### src/rtl/gsbf_pkg.sv
`timescale 1ns / 1ps
// ----------------------------------------------------------------------------
// gsbf_pkg
// Shared types and codes for the gshare predictor with target buffer filter.
// ----------------------------------------------------------------------------
package gsbf_pkg;

  localparam logic OP_PREDICT = 1'b0;
  localparam logic OP_UPDATE  = 1'b1;

  localparam logic [1:0] KIND_COND   = 2'd0;
  localparam logic [1:0] KIND_DIRECT = 2'd1;
  localparam logic [1:0] KIND_CALL   = 2'd2;
  localparam logic [1:0] KIND_OTHER  = 2'd3;

  // target buffer geometry, sets per buffer must be a power of two
  localparam int BUFFER_ENTRIES = 64;
  localparam int BUFFER_WAYS    = 4;

  // controller to datapath
  typedef struct packed {
    logic capture;    // register the input item
    logic read_mem;   // issue counter and buffer set reads
    logic evaluate;   // form the result and write back state
    logic age;        // increment all rereference values of the set
    logic clear;      // write one counter entry to its reset value
  } gsbf_cmd_t;

  // datapath to controller
  typedef struct packed {
    logic is_update;
    logic need_age;   // insert pending with no invalid way and no way at max
    logic clear_last; // clearing pass is at its last entry
  } gsbf_sts_t;

endpackage

### src/rtl/gsbf_ctrl.sv
`timescale 1ns / 1ps
// ----------------------------------------------------------------------------
// gsbf_ctrl
// Sequencer: clearing pass, then capture, read, evaluate (with aging loop) and, for a predict, result hold.
// ----------------------------------------------------------------------------
module gsbf_ctrl (
  input  logic              clk,
  input  logic              rst_n,
  input  logic              in_valid,
  output logic              in_ready,
  output logic              out_valid,
  input  logic              out_ready,
  input  gsbf_pkg::gsbf_sts_t sts,
  output gsbf_pkg::gsbf_cmd_t cmd
);
  import gsbf_pkg::*;

  typedef enum logic [5:0] {
    ST_CLEAR = 6'b000001,
    ST_IDLE  = 6'b000010,
    ST_READ  = 6'b000100,
    ST_EVAL  = 6'b001000,
    ST_AGE   = 6'b010000,
    ST_OUT   = 6'b100000
  } state_t;

  state_t state_r, state_nxt;

  assign in_ready  = (state_r == ST_IDLE);
  assign out_valid = (state_r == ST_OUT);

  // next state and commands
  always_comb begin
    state_nxt = state_r;
    cmd = '0;
    case (state_r)
      ST_CLEAR: begin
        cmd.clear = 1'b1;
        if (sts.clear_last) state_nxt = ST_IDLE;
      end
      ST_IDLE: begin
        if (in_valid) begin
          cmd.capture = 1'b1;
          state_nxt = ST_READ;
        end
      end
      ST_READ: begin
        cmd.read_mem = 1'b1;
        state_nxt = ST_EVAL;
      end
      ST_EVAL: begin
        if (sts.need_age) begin
          state_nxt = ST_AGE;
        end else begin
          cmd.evaluate = 1'b1;
          state_nxt = sts.is_update ? ST_IDLE : ST_OUT;
        end
      end
      ST_AGE: begin
        cmd.age = 1'b1;
        state_nxt = ST_EVAL;
      end
      ST_OUT: begin
        if (out_ready) state_nxt = ST_IDLE;
      end
      default: state_nxt = ST_IDLE;
    endcase
  end

  // state register
  always_ff @(posedge clk) begin
    if (!rst_n) state_r <= ST_CLEAR;
    else state_r <= state_nxt;
  end

`ifndef SYNTH
  a_onehot: assert property (@(posedge clk) disable iff (!rst_n) $onehot(state_r))
    else $error("state not one-hot");
  a_out_hold: assert property (@(posedge clk) disable iff (!rst_n)
    out_valid && !out_ready |=> out_valid) else $error("result dropped");
  a_no_overlap: assert property (@(posedge clk) disable iff (!rst_n)
    !(in_ready && out_valid)) else $error("accept while result pending");
`endif

endmodule

### config.mk
export PLATFORM = sky130hd
export DESIGN_NAME = gsbf_ctrl
export DESIGN_NICKNAME = d
export VERILOG_FILES = /design/src/rtl/gsbf_pkg.sv /design/src/rtl/gsbf_ctrl.sv
export SDC_FILE = /design/constraint.sdc
export NUM_CORES = 1
export LEC_CHECK = 0
export CORE_AREA = 2 2 39 41
export DETAILED_ROUTE_END_ITERATION = 6
export DIE_AREA = 0 0 41 43
export DONT_BUFFER_PORTS = 1
export SLEW_MARGIN = 20
export SYNTH_ARGS = -nofsm -noshare
export SYNTH_HDL_FRONTEND = slang
export SYNTH_SLANG_ARGS = --single-unit
### constraint.sdc
create_clock -name clk -period 2.8 [get_ports clk]
set_input_delay 0.14 -clock clk [delete_from_list [all_inputs] [get_ports clk]]
set_output_delay 0.14 -clock clk [all_outputs]
set_load 0.005 [all_outputs]
==> results of run 1 <==
-- placed cells by master, fill, tap and decap left out, types with 2 or more instances in the layout --
cell type                  n
sky130_fd_sc_hd__clkbuf_4  3
sky130_fd_sc_hd__dfxtp_1   6
sky130_fd_sc_hd__nand2_1   4
sky130_fd_sc_hd__nand3b_1  2
sky130_fd_sc_hd__nor2_1    6
sky130_fd_sc_hd__nor3b_1   5
sky130_fd_sc_hd__o21ai_0   2
-- cells by family after synthesis --
| kind of cell | synth area share (%) |
|---|---|
| flip-flops | 32.43 |
| XOR/XNOR | 2.365 |
| AND/OR/NAND/NOR | 46.96 |
| buffers and inverters | 6.081 |
| AO/OA/AOI/OAI | 12.16 |
-- cells in the mapped netlist --
master                     count  share of area [%]
sky130_fd_sc_hd__xnor2_1       1                2.4
sky130_fd_sc_hd__nor3b_1       5                 10
sky130_fd_sc_hd__and2_1        1                1.7
sky130_fd_sc_hd__nor3_1        1                1.4
sky130_fd_sc_hd__o31ai_1       1                2.0
sky130_fd_sc_hd__clkbuf_4      1                2.0
sky130_fd_sc_hd__nor2b_1       1                1.7
sky130_fd_sc_hd__and4b_1       1                2.7
sky130_fd_sc_hd__or3_1         1                1.7
sky130_fd_sc_hd__dfxtp_1       6                 32
sky130_fd_sc_hd__nor4_1        1                1.7
sky130_fd_sc_hd__inv_1         1                1.0
sky130_fd_sc_hd__a31oi_1       1                1.7
sky130_fd_sc_hd__buf_6         1                3.0
sky130_fd_sc_hd__o21ai_1       1                1.4
sky130_fd_sc_hd__nor4b_4       1                6.4
sky130_fd_sc_hd__nand3b_1      2                4.1
sky130_fd_sc_hd__and3_1        1                1.7
sky130_fd_sc_hd__o21ai_0       2                2.7
sky130_fd_sc_hd__and3b_1       1                2.4
sky130_fd_sc_hd__o21bai_1      1                2.0
sky130_fd_sc_hd__nor2_1        6                6.1
sky130_fd_sc_hd__nand3_1       1                1.4
sky130_fd_sc_hd__nand2_1       4                4.1
sky130_fd_sc_hd__a21oi_2       1                2.4
-- area by class of cell --
class	count	area [µm²]	area share, %
Inverter	1	3.754	0.9524
Clock buffer	3	22.52	5.714
Tap cell	16	20.02	5.079
Sequential cell	6	120.1	30.48
Multi-Input combinational cell	35	227.7	57.78
-- layer usage --
| metal | wire (µm) | part of all wire [%] | up-vias | GRT usage (%) |
|---|---|---|---|---|
| met1 | 346 | 48 | 134 | 11.29 |
| met5 | 0 | 0 | - | 0 |
| li1 | - | - | 160 | - |
| met2 | 318 | 44 | 10 | 12.50 |
| met4 | 14 | 1.9 | 0 | 12.00 |
| met3 | 42 | 5.8 | 2 | 3.141 |
-- metrics by stage --
step	util [%]	std cells	instance area (µm²)	total power, mW
5_1_grt	28.48	61	394.1	0.2151
3_3_place_gp	26.85	58	371.6	0.1207
3_5_place_dp	26.85	58	371.6	0.1211
6_report	28.48	61	394.1	0.1983
2_1_floorplan	-	44	370.4	0.1167
4_1_cts	28.48	61	394.1	0.2046
-- power groups by stage --
| stage | logic, mW | registers [mW] | clock network, mW |
|---|---|---|---|
| floorplan | 0.0210 | 0.0958 | 0 |
| global placement | 0.0228 | 0.0979 | 0 |
| detailed placement | 0.0231 | 0.0980 | 0 |
| CTS | 0.0231 | 0.0964 | 0.0850 |
| global route | 0.0256 | 0.0971 | 0.0925 |
| finish | 0.0229 | 0.0965 | 0.0789 |
-- final timing paths --
kind | from | to | slack [ns] | depth (start not counted)
min | sts[1] | state_r[4]$_SDFFE_PN0P_ | 0.02 | 2
max reg2reg | state_r[4]$_SDFFE_PN0P_ | state_r[5]$_SDFFE_PN0P_ | 1.39 | 4
max | state_r[0]$_SDFFE_PN1P_ | cmd[4] | 1.34 | 3
min reg2reg | state_r[0]$_SDFFE_PN1P_ | state_r[0]$_SDFFE_PN1P_ | 0.59 | 2
==> impl.org, run 1 <==
** Status
- The run finished with clean final reports.

** Run
- Number of max-cap violations :: 0

** Layout
- Flip-flop count of the largest register, all copies and words added :: 6
- The area growth from synthesis to layout is 6.419%.
- Largest registers ranked by flip-flop count :: state_r (6)
- Share of post-route cells with drive strength above 1 :: 11.11%
- The repair_antennas step left the layout with diodes totalling 0.
- Counting the fill cells in the layout gives 153.
- More flip-flops sit in one register than any other, and that register is state_r.
- Final nets :: 54

** GRT
- Number of global-route vias before repair :: 276
- GRT Residual Overflow :: 0
- Maximum number of pins on one net before global-route repair :: 11
- Antenna violations before repair :: 0
- Global Route Usage Sum :: 9.950%
- The first global-routing pass estimated 1104 µm of wire.

** Timing
- The routed design could run at a clock period as short as 1.459 ns.
- The worst pin sits at a relative slew slack of 75.29%.
- Setup repair after global routing missed its margin :: no
- Tcrit/Tclk final :: 52.09%
- Hold slack :: 0.02320 ns
- For the pin with the worst max-slew slack, the measured transition is 0.3702 ns.
- Worst setup slack after layout :: 1.341 ns
- Achievable frequency :: 685.6 MHz
- Setup violations remaining at the end of the flow were counted as 0.
- Final worst clock skew :: 0.001745 ns
- In the final timing run, aggregate negative setup slack is 0 ns.
- The number of hold violations in the final report came to 0.
- Number of slew-limit violations in the final report :: 0

** Critical path
- The critical path is of the flop to primary output type.
- Delay of the slowest critical-path stage :: 0.33 ns
- For the worst setup path, the data required time is 2.66 ns.
- Critical Path AT :: 1.32 ns
- STA classifies the critical path endpoint as a primary output.
- Crit-path max FO :: 5
- The slowest stage of the critical path is the sky130_fd_sc_hd__dfxtp_1 cell.
- Type of element launching the critical path :: flop
- List of cells traversed by the critical path :: nor2_1 -> and4b_1 -> and2_1
- Crit path buf inv count :: 0
- Kind of cell adding the most delay to the critical path :: simple AND/OR/NAND/NOR gates

** Power
- Maximum VDD drop :: 0.1160 mV
- Proportion of power drawn by the clock network :: 39.8%
- Summed over all cells, the static leakage comes to 0.1365 nW.
- Switching power share of the total :: 25.23%
- Sequential Power Share :: 48.7%
- P per Cell Area :: 503.0 mW/mm²
- The internal portion of the total power is 0.1482 mW.
- In this run, the combinational gates consume 11.6% of the power.
- Summed over all nets, the switching power comes to 0.05003 mW.

** Placed design
- Prior to clock tree synthesis, the placed netlist has a worst setup slack of 1.382 ns.
- Final weighted congestion in routability-driven placement :: 0.6725
- Total of buffers placed on input and output ports :: 0

** Routing
- Initial DRC Count :: 1
- The routed layout has 306 vias.
- In the final routed layout, each cell accounts on average for 11.82 µm.
- For this block, the routed nets add up to 721 µm of wire.
- For this run, design rule violations remaining after detail routing come to 0.
- First-pass iteration count of the detailed router :: 3
- Via count normalized by instance count :: 5.016
- Antenna violation net count after detailed routing :: 0

** Floorplanning
- The die covers 0.001763 mm².
- Starting density of the core :: 26.76%
- X dimension of the die :: 41 µm
- Count of standard-cell rows :: 14
- In this run the vertical extent of the chip is 43 µm.
- The core region is 0.001384 mm².
- In this run the count of I/O pins placed on the die edge is 14.

** Clock network
- Root cell of the clock tree :: sky130_fd_sc_hd__clkbuf_4
- Num Clock Sinks :: 6
- Post-cts gate resize count :: 0
- Clock slew at the register clock pins of the worst setup and hold paths :: 0.05 ns
- Deepest level of the CTS H-tree :: 1
- The number of setup buffers added after CTS is 0.
- Clock tree from TritonCTS :: yes
- The clock reaches the later pin of the worst-skew pair after 0.24 ns.
- In this run, post-CTS hold repair placed 0 buffers.
- TritonCTS Buffers :: 3
- Counting along the longest clock path gives a buffer depth of 2.

** Yosys
- Averaged over all synthesized cells, the footprint is 8.417 µm².
- The mapped netlist covers 370.4 µm².
- Number of distinct library cells after synthesis :: 25
- The share of the Yosys chip area taken by registers is 32.43%.
- Gate count of the mapped netlist :: 44
- The number of nets handed over by synthesis was 51.
- For this run, the number of Yosys warnings is 0.
- The synthesized design contains 6 register bits.

** Min path
- The min-delay analysis places its worst path in the category primary input to flop.
(Power assumes the default switching activity.)
==> inputs of run 2 (changes only) <==
==> constraint.sdc (replaced) <==
create_clock -name clk -period 1.4 [get_ports clk]
set_input_delay 0.07 -clock clk [delete_from_list [all_inputs] [get_ports clk]]
set_output_delay 0.07 -clock clk [all_outputs]
set_load 0.005 [all_outputs]
==> impl.org, run 2 (synthesis results as in run 1) <==
** Clock network
- Clock tree from TritonCTS :: yes
- Counting every sink on the clock net gives 6.
- In this run the number of H-tree levels came out at 1.
- After clock tree synthesis, the clock-pin slew on the worst setup and hold paths is 0.04 ns.
- Root cell of the clock tree :: sky130_fd_sc_hd__clkbuf_4
- TritonCTS Buffers :: 3
- Number of buffers on the longest clock path :: 2
- Worst-Skew Late Latency :: 0.25 ns

** Routing
- Wire segments on met3 add up to 55 µm in the final route.
- The detailed router put a total of 381 µm of wire on met1.
- In the final routed layout, each cell accounts on average for 11.49 µm.
- Post-detailed-routing wire length :: 804 µm
- The count of nets left with antenna violations once routing finished came out at 0.
- Via count normalized by instance count :: 5.057
- The pre-antenna-repair detailed-routing pass consisted of 4 iterations.
- Routed wire length on met2 :: 356 µm
- In the routed design, unresolved DRC markers number 0.
- The detailed router finished its first iteration with 11 violations.
- For this block, the via count after detailed routing is 354.
- Routed signal wires occupy layers up through met4.

** Placed design
- Final weighted congestion in routability-driven placement :: 0.7236
- Placed Cells incl. Taps :: 62
- Pre-CTS WS :: 0.1142 ns
- Total of buffers placed on input and output ports :: 0
- The wire-length estimate of the detail-placed layout is 577.4 µm.
- After detailed placement, the total cell area comes to 401.6 µm².

** Timing
- Achievable frequency :: 744.3 MHz
- Shortest clock period the worst path allows after layout :: 1.344 ns
- Final worst clock skew :: 0.007639 ns
- The final-report max-slew violation count was 0.
- The number of hold violations in the final report is 0.
- Worst setup slack after layout :: 0.05637 ns
- The worst pin sits at a relative slew slack of 73.58%.
- The tightest hold path in the finished design has a slack of 0.004237 ns.
- Slew at the pin closest to its max-slew limit :: 0.3927 ns
- Final count of negative-setup-slack endpoints :: 0
- After layout, the worst path uses 95.97% of the clock period.

** Floorplanning
- Overall die area :: 0.001763 mm²
- In this run the core area contains 14 standard-cell rows.
- X dimension of the die :: 41 µm
- The floorplan step set the die height to 43 µm.
- Starting density of the core :: 26.76%
- The region available for standard cell placement spans 0.001384 mm².
- Io pins :: 14

** Min path
- Worst Hold Path EP :: state_r[1]$_SDFFE_PN0P_
- Critical hold path startpoint :: sts[2]
- The min-delay analysis places its worst path in the category primary input to flop.
- Along the worst hold path, the cell count comes to 2.

** Critical path
- For this design, the slowest cell found on the critical path is sky130_fd_sc_hd__dfxtp_1.
- The worst register-to-register path begins at state_r[2]$_SDFFE_PN0P_.
- The worst register-to-register path has a depth of 4.
- By startpoint and endpoint, the worst setup path is classified as flop to primary output.
- Critical Path AT :: 1.27 ns
- Critical path required time :: 1.33 ns
- Internal reg-to-reg setup slack :: 0.08 ns
- Along the worst path, the maximum fanout reaches 6.
- Kind of end point of the critical path :: primary output
- The endpoint identified for the worst register-to-register timing path is state_r[1]$_SDFFE_PN0P_.
- List of cells traversed by the critical path :: buf_4 -> nor2_1 -> and4b_2 -> and2_4
- Type of element launching the critical path :: flop
- For this run, the slowest stage of the critical path takes 0.34 ns.

** Run
- Across the run, the number of max-cap violations was 0.

** Power
- The worst-case IR drop observed on VDD is 0.2399 mV.
- The analysis attributes to cell leakage a power of 0.1802 nW.
- Switching power share of the total :: 26.45%
- The analysis attributes to net switching a power of 0.1135 mW.
- Tot Pwr :: 0.4290 mW
- Sequential Power Share :: 45.2%
- Proportion of power drawn by the clock network :: 38.7%
- Dividing total power by cell area gives a power density of 897.6 mW/mm².
- The internal power of the cells totals 0.3155 mW.
- Combinational power share :: 16.1%

** GRT
- Global Route Usage Sum :: 9.729%
- Global routing finished with a remaining overflow of 0.
- The number of global-route vias before repair was 309.
- Antenna violations before repair :: 0
- The first global-routing pass estimated 1159 µm of wire.
- Entering global routing, the biggest net connects 11 pins.

** Layout
- Summing all non-filler instances in the final layout gives an area of 478.0 µm².
- Counting the fill cells in the layout gives 151.
- state_r holds more flip-flops than any other register.
- The area growth from synthesis to layout is 29.05%.
- Share of post-route cells with drive strength above 1 :: 24.07%
- Final std cells w/o fill :: 70
- Antenna diode count :: 0
- The net count of the finished layout is 63.
- Commonest cells after routing, fill and taps aside :: sky130_fd_sc_hd__dfxtp_1 (6), sky130_fd_sc_hd__nor2_1 (5), sky130_fd_sc_hd__nor3b_1 (5), sky130_fd_sc_hd__buf_4 (5)
- Largest registers ranked by flip-flop count :: state_r (6)
- In the final layout, flip-flops and latches occupy 120.1 µm².
- The register with the most flip-flops in the layout has 6 of them.
- In the final layout, the multi-input gates occupy 234.0 µm².
- The library cell used most frequently in the layout, excluding fill and tap cells, is sky130_fd_sc_hd__dfxtp_1.

** Status
- The flow ran to the end, and the final reports show no timing, DRC or antenna violations.
==> run 2: cell count changes in the layout (fill, tap and decap cells not counted), sizes merged <==
cell | before | now
buf | 0 | 5
dlygate4sd3 | 0 | 4
==> run 2: worst max path at each step <==
stage,startpoint,end,slack [ns]
6_report,state_r[4]$_SDFFE_PN0P_,cmd[4],0.06
5_1_grt,state_r[1]$_SDFFE_PN0P_,cmd[0],-0.02
4_1_cts,state_r[4]$_SDFFE_PN0P_,cmd[4],0.05
3_5_place_dp,state_r[1]$_SDFFE_PN0P_,state_r[5]$_SDFFE_PN0P_,0.11
3_3_place_gp,state_r[2]$_SDFFE_PN0P_,state_r[1]$_SDFFE_PN0P_,0.09
2_1_floorplan,state_r[4]$_SDFFE_PN0P_,state_r[5]$_SDFFE_PN0P_,0.08
==> run 2: power by group through the flow <==
stage	clock, mW	combinational, mW	sequential (mW)
after floorplan	0	0.0419	0.192
after global placement	0	0.0543	0.195
after detailed placement	0	0.0537	0.196
after CTS	0.171	0.0632	0.193
after global routing	0.180	0.0756	0.195
final	0.166	0.0692	0.194
==> run 2: final cells by class <==
class / instances / area share (%)
multi-input cells: 35 / 48.95
inverters: 1 / 0.7853
flip-flops and latches: 6 / 25.13
clock buffers: 3 / 4.712
well taps: 16 / 4.188
repair buffers: 9 / 16.23
==> run 2: metal layers <==
metal / vias to the layer above / track usage, %
met3: 2 / 3.665
met5: - / 0
met4: 0 / 8.000
met2: 15 / 13.13
met1: 159 / 11.54
li1: 178 / -
==> run 2: repair_timing <==
item	in CTS	in global routing
hold endpoints to repair	3	0
hold buffers	4	0
endpoints found under the setup margin	0	3
gates resized for setup	0	3
buffers inserted	0	1
==> run 2: stage by stage <==
step / utilization (%) / TNS (ns)
2_1_floorplan: - / 0
3_3_place_gp: 29.02 / 0
3_5_place_dp: 29.02 / 0
4_1_cts: 33.54 / 0
5_1_grt: 34.54 / -0.02000
6_report: 34.54 / 0
==> run 2: critical path: cells and delay by family, from the launching register on <==
| family | cells | cell delay, ns |
|---|---|---|
| flops | 1 | 0.34 |
| simple gates | 3 | 0.53 |
| buf+inv | 1 | 0.17 |
